$ cat src/rtl/core/efp_pkg.sv
package efp_pkg;

   // configuration register indexes
   localparam logic [2:0] REG_HEADER_BYTE   = 3'd0;
   localparam logic [2:0] REG_INIT_BYTE     = 3'd1;
   localparam logic [2:0] REG_CHANNEL_COUNT = 3'd2;
   localparam logic [2:0] REG_FILL_LENGTH   = 3'd3;
   localparam logic [2:0] REG_AMP_GAIN      = 3'd4;

   localparam int CSR_INDEX_W = 3;
   localparam int CSR_DATA_W  = 16;

   // reset values of the configuration registers
   localparam logic [7:0]  RST_HEADER_BYTE   = 8'd160;
   localparam logic [7:0]  RST_INIT_BYTE     = 8'd36;
   localparam logic [3:0]  RST_CHANNEL_COUNT = 4'd8;
   localparam logic [15:0] RST_FILL_LENGTH   = 16'd256;
   localparam logic [4:0]  RST_AMP_GAIN      = 5'd24;

   // frame parser phases
   localparam logic [1:0] PHASE_HUNT   = 2'd0;
   localparam logic [1:0] PHASE_SKIP   = 2'd1;
   localparam logic [1:0] PHASE_SAMPLE = 2'd2;

   localparam logic [16:0] FRAME_COUNT_MAX = 17'h1FFFF;

   // scaling arithmetic
   localparam int SCALE_NUM  = 450;
   localparam int FULL_SCALE = 8388607;
   localparam int NUM_W      = 32;                 // |raw| * 450 fits in 32 bits
   localparam int PROD_W     = 28;                 // gain * full scale
   localparam int QUOT_W     = 9;                  // quotient never exceeds 450
   localparam int DEN_W      = PROD_W + QUOT_W - 1;
   localparam int STEP_W     = $clog2(QUOT_W);

   typedef struct packed {
      logic accept;
      logic start_mul;
      logic div_step;
      logic load_out;
   } efp_cmd_type;

   typedef struct packed {
      logic sample_now;
      logic out_free;
   } efp_stat_type;

endpackage

$ cat src/rtl/core/efp_ctrl.sv
module efp_ctrl (
   input  logic                 clock,
   input  logic                 reset,
   input  logic                 req_valid,
   output logic                 req_stall,
   input  efp_pkg::efp_stat_type stat,
   output efp_pkg::efp_cmd_type  cmd
);
   import efp_pkg::*;

   localparam logic [1:0] ST_IDLE = 2'd0;
   localparam logic [1:0] ST_MUL  = 2'd1;
   localparam logic [1:0] ST_DIV  = 2'd2;
   localparam logic [1:0] ST_OUT  = 2'd3;

   logic [1:0]        state_ff, state_in;
   logic [STEP_W-1:0] step_ff, step_in;

   assign req_stall = (state_ff != ST_IDLE);

   always_comb begin
      state_in      = state_ff;
      step_in       = step_ff;
      cmd.accept    = 1'b0;
      cmd.start_mul = 1'b0;
      cmd.div_step  = 1'b0;
      cmd.load_out  = 1'b0;
      case (state_ff)
         ST_IDLE: begin
            if (req_valid) begin
               cmd.accept = 1'b1;
               if (stat.sample_now) begin
                  state_in = ST_MUL;
               end
            end
         end
         ST_MUL: begin
            cmd.start_mul = 1'b1;
            step_in       = STEP_W'(QUOT_W - 1);
            state_in      = ST_DIV;
         end
         ST_DIV: begin
            cmd.div_step = 1'b1;
            if (step_ff == '0) begin
               state_in = ST_OUT;
            end else begin
               step_in = step_ff - 1'b1;
            end
         end
         ST_OUT: begin
            if (stat.out_free) begin
               cmd.load_out = 1'b1;
               state_in     = ST_IDLE;
            end
         end
         default: begin
            state_in = ST_IDLE;
         end
      endcase
   end

   always_ff @(posedge clock) begin
      if (reset) begin
         state_ff <= ST_IDLE;
         step_ff  <= '0;
      end else begin
         state_ff <= state_in;
         step_ff  <= step_in;
      end
   end

endmodule

$ cat src/rtl/core/efp_datapath.sv
module efp_datapath #(
   parameter int MAX_CHANNELS = 8
) (
   input  logic                                 clock,
   input  logic                                 reset,
   input  logic                                 csr_write_enable,
   input  logic [efp_pkg::CSR_INDEX_W-1:0]      csr_index,
   input  logic [efp_pkg::CSR_DATA_W-1:0]       csr_write_data,
   input  logic                                 req_command,
   input  logic [7:0]                           req_data_byte,
   output logic                                 rsp_valid,
   input  logic                                 rsp_stall,
   output logic [2:0]                           rsp_channel,
   output logic signed [23:0]                   rsp_raw_sample,
   output logic signed [9:0]                    rsp_scaled_value,
   output logic                                 rsp_frame_last,
   output logic                                 rsp_ready_flag,
   input  efp_pkg::efp_cmd_type                 cmd,
   output efp_pkg::efp_stat_type                stat
);
   import efp_pkg::*;

   localparam int CHAN_W = (MAX_CHANNELS > 1) ? $clog2(MAX_CHANNELS) : 1;
   localparam logic [4:0] MAX_CH = 5'(MAX_CHANNELS);

   // configuration
   logic [7:0]  header_ff, init_ff;
   logic [3:0]  chcnt_ff;
   logic [15:0] fill_ff;
   logic [4:0]  gain_ff;

   // parser state
   logic              synced_ff, synced_in;
   logic [1:0]        init_run_ff, init_run_in;
   logic [1:0]        phase_ff, phase_in;
   logic [CHAN_W-1:0] chan_ff, chan_in;
   logic [1:0]        byte_ff, byte_in;
   logic [15:0]       asm_ff, asm_in;
   logic [16:0]       fc_ff, fc_in;
   logic              ready_ff, ready_in;

   // sample held for scaling
   logic [2:0]         h_chan_ff, h_chan_in;
   logic signed [23:0] h_raw_ff, h_raw_in;
   logic               h_last_ff, h_last_in;
   logic               h_ready_ff, h_ready_in;

   // divider
   logic [NUM_W-1:0]  rem_ff;
   logic [DEN_W-1:0]  den_ff;
   logic [QUOT_W-1:0] quot_ff;

   logic              rsp_valid_ff;

   logic [4:0]  ch_eff, ch_cfg, chan_next;
   logic        last;
   logic [4:0]  gain_eff;

   assign ch_cfg    = {1'b0, chcnt_ff};
   assign ch_eff    = (ch_cfg == '0) ? 5'd1 : ((ch_cfg > MAX_CH) ? MAX_CH : ch_cfg);
   assign chan_next = 5'(chan_ff) + 5'd1;
   assign last      = (chan_next >= ch_eff);
   assign gain_eff  = (gain_ff == '0) ? 5'd1 : gain_ff;

   assign stat.sample_now = !req_command && synced_ff && (phase_ff == PHASE_SAMPLE)
                            && (byte_ff == 2'd2);
   assign stat.out_free   = !rsp_valid_ff || !rsp_stall;
   assign rsp_valid       = rsp_valid_ff;

   always_comb begin
      synced_in   = synced_ff;
      init_run_in = init_run_ff;
      phase_in    = phase_ff;
      chan_in     = chan_ff;
      byte_in     = byte_ff;
      asm_in      = asm_ff;
      fc_in       = fc_ff;
      ready_in    = ready_ff;
      h_chan_in   = h_chan_ff;
      h_raw_in    = h_raw_ff;
      h_last_in   = h_last_ff;
      h_ready_in  = h_ready_ff;
      if (req_command) begin
         ready_in = 1'b0;
         fc_in    = '0;
      end else if (!synced_ff) begin
         if (req_data_byte == init_ff) begin
            if (init_run_ff == 2'd2) begin
               synced_in   = 1'b1;
               init_run_in = '0;
               phase_in    = PHASE_HUNT;
            end else begin
               init_run_in = init_run_ff + 1'b1;
            end
         end else begin
            init_run_in = '0;
         end
      end else begin
         case (phase_ff)
            PHASE_HUNT: begin
               if (req_data_byte == header_ff) begin
                  phase_in = PHASE_SKIP;
                  if (fc_ff != FRAME_COUNT_MAX) begin
                     fc_in = fc_ff + 1'b1;
                  end
               end
            end
            PHASE_SKIP: begin
               phase_in = PHASE_SAMPLE;
               chan_in  = '0;
               byte_in  = '0;
               asm_in   = '0;
            end
            PHASE_SAMPLE: begin
               if (byte_ff != 2'd2) begin
                  asm_in  = {asm_ff[7:0], req_data_byte};
                  byte_in = byte_ff + 1'b1;
               end else begin
                  if (last && !ready_ff && (fc_ff > {1'b0, fill_ff})) begin
                     ready_in = 1'b1;
                     fc_in    = '0;
                  end
                  h_chan_in  = 3'(5'(chan_ff));
                  h_raw_in   = {asm_ff, req_data_byte};
                  h_last_in  = last;
                  h_ready_in = ready_in;
                  byte_in    = '0;
                  asm_in     = '0;
                  if (last) begin
                     phase_in = PHASE_HUNT;
                     chan_in  = '0;
                  end else begin
                     chan_in = CHAN_W'(chan_next);
                  end
               end
            end
            default: begin
               phase_in = PHASE_HUNT;
            end
         endcase
      end
   end

   always_ff @(posedge clock) begin
      if (reset) begin
         header_ff <= RST_HEADER_BYTE;
         init_ff   <= RST_INIT_BYTE;
         chcnt_ff  <= RST_CHANNEL_COUNT;
         fill_ff   <= RST_FILL_LENGTH;
         gain_ff   <= RST_AMP_GAIN;
      end else if (csr_write_enable) begin
         case (csr_index)
            REG_HEADER_BYTE:   header_ff <= csr_write_data[7:0];
            REG_INIT_BYTE:     init_ff   <= csr_write_data[7:0];
            REG_CHANNEL_COUNT: chcnt_ff  <= csr_write_data[3:0];
            REG_FILL_LENGTH:   fill_ff   <= csr_write_data[15:0];
            REG_AMP_GAIN:      gain_ff   <= csr_write_data[4:0];
            default: begin
            end
         endcase
      end
   end

   always_ff @(posedge clock) begin
      if (reset) begin
         synced_ff   <= 1'b0;
         init_run_ff <= '0;
         phase_ff    <= PHASE_HUNT;
         chan_ff     <= '0;
         byte_ff     <= '0;
         asm_ff      <= '0;
         fc_ff       <= '0;
         ready_ff    <= 1'b0;
      end else if (cmd.accept) begin
         synced_ff   <= synced_in;
         init_run_ff <= init_run_in;
         phase_ff    <= phase_in;
         chan_ff     <= chan_in;
         byte_ff     <= byte_in;
         asm_ff      <= asm_in;
         fc_ff       <= fc_in;
         ready_ff    <= ready_in;
      end
   end

   always_ff @(posedge clock) begin
      if (cmd.accept) begin
         h_chan_ff  <= h_chan_in;
         h_raw_ff   <= h_raw_in;
         h_last_ff  <= h_last_in;
         h_ready_ff <= h_ready_in;
      end
   end

   // magnitude times 450 over gain times full scale, one quotient bit a step
   logic [23:0]       mag;
   logic [PROD_W-1:0] prod;
   logic [DEN_W-1:0]  rem_ext, diff;
   logic              ge;

   assign mag     = h_raw_ff[23] ? 24'(-h_raw_ff) : 24'(h_raw_ff);
   assign prod    = PROD_W'(gain_eff) * PROD_W'(FULL_SCALE);
   assign rem_ext = DEN_W'(rem_ff);
   assign ge      = (rem_ext >= den_ff);
   assign diff    = rem_ext - den_ff;

   always_ff @(posedge clock) begin
      if (cmd.start_mul) begin
         rem_ff  <= NUM_W'(NUM_W'(mag) * NUM_W'(SCALE_NUM));
         den_ff  <= {prod, {(QUOT_W-1){1'b0}}};
         quot_ff <= '0;
      end else if (cmd.div_step) begin
         if (ge) begin
            rem_ff <= diff[NUM_W-1:0];
         end
         quot_ff <= {quot_ff[QUOT_W-2:0], ge};
         den_ff  <= den_ff >> 1;
      end
   end

   always_ff @(posedge clock) begin
      if (reset) begin
         rsp_valid_ff <= 1'b0;
      end else if (cmd.load_out) begin
         rsp_valid_ff <= 1'b1;
      end else if (!rsp_stall) begin
         rsp_valid_ff <= 1'b0;
      end
   end

   always_ff @(posedge clock) begin
      if (cmd.load_out) begin
         rsp_channel      <= h_chan_ff;
         rsp_raw_sample   <= h_raw_ff;
         rsp_scaled_value <= h_raw_ff[23] ? -$signed({1'b0, quot_ff})
                                          : $signed({1'b0, quot_ff});
         rsp_frame_last   <= h_last_ff;
         rsp_ready_flag   <= h_ready_ff;
      end
   end

endmodule

$ cat src/rtl/core/eeg_sample_frame_parser_core.sv
// eeg sample frame parser: takes one stream byte (or a clear command) per req_ transaction,
// locks on three consecutive init bytes, then per frame hunts the header byte, skips the
// sample-number byte and assembles big-endian 24-bit samples. every completed sample yields
// one rsp_ transaction with its channel, raw value, raw*450/(gain*8388607) truncated toward
// zero, a last-of-frame mark and the data ready flag. a byte that completes no sample does
// not stall req_; one that completes a sample stalls it through the multiply state, the
// restoring divider that produces one quotient bit a cycle and the output register load,
// which waits while the previous result is still held there. configuration is written
// through the csr_ port; the user must do so only while the block is idle (not enforced).
module eeg_sample_frame_parser_core #(
   parameter int MAX_CHANNELS = 8
) (
   input  logic                             clock,
   input  logic                             reset,
   // configuration writes
   input  logic                             csr_write_enable,
   input  logic [efp_pkg::CSR_INDEX_W-1:0]  csr_index,
   input  logic [efp_pkg::CSR_DATA_W-1:0]   csr_write_data,
   // byte stream in
   input  logic                             req_valid,
   output logic                             req_stall,
   input  logic                             req_command,
   input  logic [7:0]                       req_data_byte,
   // samples out
   output logic                             rsp_valid,
   input  logic                             rsp_stall,
   output logic [2:0]                       rsp_channel,
   output logic signed [23:0]               rsp_raw_sample,
   output logic signed [9:0]                rsp_scaled_value,
   output logic                             rsp_frame_last,
   output logic                             rsp_ready_flag
);
   import efp_pkg::*;

   efp_cmd_type  cmd;
   efp_stat_type stat;

   // sequencer: accept, multiply, divide, hand over to the output register
   efp_ctrl u_ctrl (
      .clock     (clock),
      .reset     (reset),
      .req_valid (req_valid),
      .req_stall (req_stall),
      .stat      (stat),
      .cmd       (cmd)
   );

   // parser state, frame counter, scaling arithmetic and output register
   efp_datapath #(
      .MAX_CHANNELS (MAX_CHANNELS)
   ) u_datapath (
      .clock            (clock),
      .reset            (reset),
      .csr_write_enable (csr_write_enable),
      .csr_index        (csr_index),
      .csr_write_data   (csr_write_data),
      .req_command      (req_command),
      .req_data_byte    (req_data_byte),
      .rsp_valid        (rsp_valid),
      .rsp_stall        (rsp_stall),
      .rsp_channel      (rsp_channel),
      .rsp_raw_sample   (rsp_raw_sample),
      .rsp_scaled_value (rsp_scaled_value),
      .rsp_frame_last   (rsp_frame_last),
      .rsp_ready_flag   (rsp_ready_flag),
      .cmd              (cmd),
      .stat             (stat)
   );

endmodule
$ cat config.mk
export PLATFORM = sky130hd
export DESIGN_NAME = eeg_sample_frame_parser_core
export DESIGN_NICKNAME = d
export VERILOG_FILES = /design/src/rtl/core/efp_pkg.sv /design/src/rtl/core/efp_ctrl.sv /design/src/rtl/core/efp_datapath.sv /design/src/rtl/core/eeg_sample_frame_parser_core.sv
export SDC_FILE = /design/constraint.sdc
export NUM_CORES = 1
export LEC_CHECK = 0
export ABC_AREA = 0
export BUFFER_PORTS_ARGS = -buffer_cell sky130_fd_sc_hd__buf_2
export CORE_ASPECT_RATIO = 0.9
export CORE_MARGIN = 5
export CORE_UTILIZATION = 55
export DETAILED_ROUTE_END_ITERATION = 7
export GPL_TIMING_DRIVEN = 0
export HOLD_SLACK_MARGIN = 0.1
export PLACE_DENSITY = 0.78
export SKIP_CTS_REPAIR_TIMING = 1
export SYNTH_ARGS = -nofsm -noshare
export SYNTH_HDL_FRONTEND = slang
export SYNTH_SLANG_ARGS = --single-unit
$ cat constraint.sdc
create_clock -name clock -period 6.7 [get_ports clock]
set_input_delay 0.335 -clock clock [delete_from_list [all_inputs] [get_ports clock]]
set_output_delay 0.335 -clock clock [all_outputs]
set_load 0.005 [all_outputs]
==> summary.txt <==
Synth
  • Yosys top cell by area: edfxtp_1
  • Gate Count Post-Synth: 1694
  • Async S/R FF share, synth: 0%
  • Synth cell types: between 80 and 90
  • Synth Flop Type: edfxtp_1
  • Number of enable flip-flop cells after synthesis: 127
  • FF+latch count, synth: 237
  • Synth Warn #: 0
  • Syn_area_per_cell: 9.544 um^2
  • Area share of the largest cell type after synthesis: 23.59%
  • Syn_nets: 1939
  • Area contributors post-synth: edfxtp_1, ha_1, dfxtp_1, xnor2_1, nand2_1
  • Register area share after synthesis: 37.21%
  • Synth Cell Area: 0.01617 mm^2

STA
  • Setup ws final: 0.3956 ns
  • Slew @ Worst Pin: 1.289 ns
  • # setup viols final: 0
  • Fin. Hold Viols: 0
  • Post-Route Setup TNS: 0 ns
  • Max Clock Freq: 0.1586 GHz
  • RSZ-0062 raised after global routing: false
  • Clock Skews: 0.01189 ns
  • Fin crit share: 94.10%
  • Max-slew violation count: 0
  • Final min period: 6.304 ns
  • Slew HR: 14.08%
  • Hold slack: 0.09326 ns

Setup path
  • Required @ worst endpoint: 6.97 ns
  • Most frequent CP cell: ha_1
  • Crit path launch type: flop
  • Crit path DAT: 6.57 ns
  • Worst path max stage delay: 0.59 ns
  • Crit path from: u_datapath.h_raw_ff[10]$_DFFE_PP_
  • Crit path kind: reg2reg
  • Worst Setup End Kind: flop
  • CP Max Fanout: 5
  • Slowest CP cell: or4_4
  • CP cell instances: or4_4, or4_4, nand4b_4, nor2_2, nand2_1, o31a_1, xor2_1, inv_1, fa_1, inv_1, ha_1, ha_1, ha_1, ha_1, and3_1, a221o_1, a221o_1, a31oi_1, xnor2_1, o22ai_1
  • R2r startpoint: u_datapath.h_raw_ff[10]$_DFFE_PP_

Detailed routing
  • DR WL/cell: between 15 and 20 um
  • Via count: 13130
  • Routed Wire Length: 40420 um
  • Residual DRC: 0
  • ANT nets after route: 0
  • DR vias/cell: 5.890
  • Initial DRC Count: around 1100
  • TritonRoute pass-1 iters: 5

Clock network
  • Clock Latency Late Sink: ~0.55 ns
  • H-Tree Depth: 1
  • Clock buffer depth: 3
  • Clk root buf: clkbuf_16
  • Clk slew on worst S/H paths: 0.07 ns
  • CTS Buf Count: 25
  • CTS Sinks: approximately 240
  • CTS tree: done

Power
  • Worst VDD drop: around 0.19 mV
  • Switching Share: 28.71%
  • Combinational share of power: 18.4%
  • Leakage power total: between 7 and 8 nW
  • Clock power frac: 37.9%
  • P_int: 0.002653 W
  • Psw: 0.001068 W
  • Sequential fraction of design power: 43.7%
  • PD cells: 205.1 mW/mm^2

Die
  • Ports: 74
  • Die Wd: approximately 190 um
  • Core area: 0.02894 mm^2
  • Row count: 59
  • Die height: 172.7 um
  • Die area: 0.03293 mm^2
  • Starting Density: 55.87%

Place
  • Hpwl dp: 30530 um
  • I/O Buffers: 73
  • Placer congestion estimate: 0.9116
  • DP Worst Slack: ~0.43 ns
  • DP Cell Count: 2165

Layout
  • Share of layout cells above drive strength 1: 8.347%
  • Commonest non-fill, non-tap cell in the layout: nand2_1
  • Commonest cells after routing, fill and taps aside: nand2_1, ha_1, inv_1, edfxtp_1, a21oi_1
  • Nets: 2059
  • Non-filler cells in the finished layout: 2229
  • Util after Layout: 62.71%
  • N_diodes: 0
  • Synthesis-to-layout area growth: 12.24%

GRT
  • GRT Resource Usage Total: around a quarter
  • Number of global-route vias before repair: about 13000
  • GRT overflow: 0
  • Antenna violations before repair: 1
  • First-pass GRT wire length: 64490 um
  • Largest net degree at the start of global routing: 31

Run
  • Max Cap Violations: 0

Run status
  • Status: complete, no violations

Worst hold path
  • Hold Crit Start: rsp_stall
  • Hold crit path type: in2reg
==> power groups by stage <==
stage / logic (W) / registers [W] / clock network [W]
detailed placement: 0.000659 / 0.00166 / 0
finish: 0.000683 / 0.00163 / 0.00141
global placement: 0.000636 / 0.00166 / 0
floorplan: 0.000476 / 0.00165 / 0
CTS: 0.000666 / 0.00163 / 0.00142
global route: 0.000754 / 0.00163 / 0.00148
==> layer usage <==
layer / track usage (%) / vias up / part of all wire (%)
met5: 0 / - / 0.017
met4: 6.254 / 2 / 3.2
met3: 3.468 / 94 / 6.3
met2: 39.71 / 448 / 48
met1: 32.09 / 6278 / 43
li1: - / 6307 / -
==> flip-flops by register name, summed over array words and instances (netlist names), 9 cells and up <==
register	flops
u_datapath.rsp_scaled_value	10
u_datapath.fill_ff	16
u_datapath.rsp_raw_sample	24
u_datapath.rem_ff	32
u_datapath.fc_ff	17
u_datapath.quot_ff	9
u_datapath.den_ff	36
u_datapath.asm_ff	16
u_datapath.h_raw_ff	24
==> final timing paths <==
path | end | slack, ns | cells past startpoint
setup / recovery | u_datapath.rem_ff[31]$_DFFE_PP_ | 0.40 | 20
hold / removal | u_datapath.rsp_valid$_SDFFE_PP0P_ | 0.09 | 3
setup reg to reg | u_datapath.rem_ff[31]$_DFFE_PP_ | 0.40 | 20
hold reg to reg | u_datapath.rsp_channel[1]$_DFFE_PP_ | 0.42 | 0
==> stage by stage <==
stage	area [um^2]	total power, W
finish	18150	0.003721
global route	18150	0.003868
CTS	17960	0.003716
global placement	17030	0.002292
detailed placement	17110	0.002316
floorplan	16170	0.002121
==> Yosys cell counts (4+ instances only) <==
library cell  instances
a311oi_1             10
xor2_1               47
maj3_1               13
o31ai_1              11
o21ai_0              58
dfxtp_1             110
nand2_1             200
o211ai_1             10
fa_1                 29
inv_1               136
a21boi_0              5
and2_1                8
buf_1                 6
nor4_1                9
edfxtp_1            127
ha_1                183
nor3_1               22
clkbuf_1             51
nand2b_1              8
o41ai_1               5
and4_1                5
a2111oi_0             4
and3_1               22
or2_2                 5
nor2_1               94
nand4_1              10
a21o_1               58
o22ai_1              15
nand4b_1              4
o21bai_1             11
xnor2_1              90
nand3_1              42
or3_1                 8
mux2i_1              27
a21oi_1             114
nand3b_1              8
nor2b_1              15
a22o_1               15
a31oi_1              11
a211oi_1             15
==> critical path, delay by kind of cell (launching register included) <==
kind | cells | cell delay, ns
adder cells (fa/ha/maj) | 5 | 1.80
AND/OR/NAND/NOR | 6 | 1.79
AO/OA/AOI/OAI | 5 | 1.21
XOR/XNOR | 2 | 0.50
flip-flops | 1 | 0.47
buffers and inverters | 2 | 0.24
==> layout make-up <==
class	count	area, um^2
fillers	2363	10790
repair buffers	93	600.6
flip-flops and latches	237	6016
plain buffers	61	234.0
multi-input cells	1258	9438
inverters	138	518.0
well taps	396	495.5
clock buffers	36	769.5
clock inverters	10	75.07
==> cells by family (layout without fill, tap and decap cells) <==
| kind of cell | after synthesis | count (layout) | share of synthesized area, % |
|---|---|---|---|
| flops | 237 | 237 | 37.21 |
| simple gates | 477 | 477 | 14.05 |
| fa+ha+maj | 225 | 225 | 18.56 |
| mux | 29 | 29 | 1.811 |
| xor+xnor | 139 | 139 | 7.692 |
| buf+inv | 199 | 338 | 4.651 |
| compound gates | 388 | 388 | 16.03 |
(Power assumes the default switching activity.)
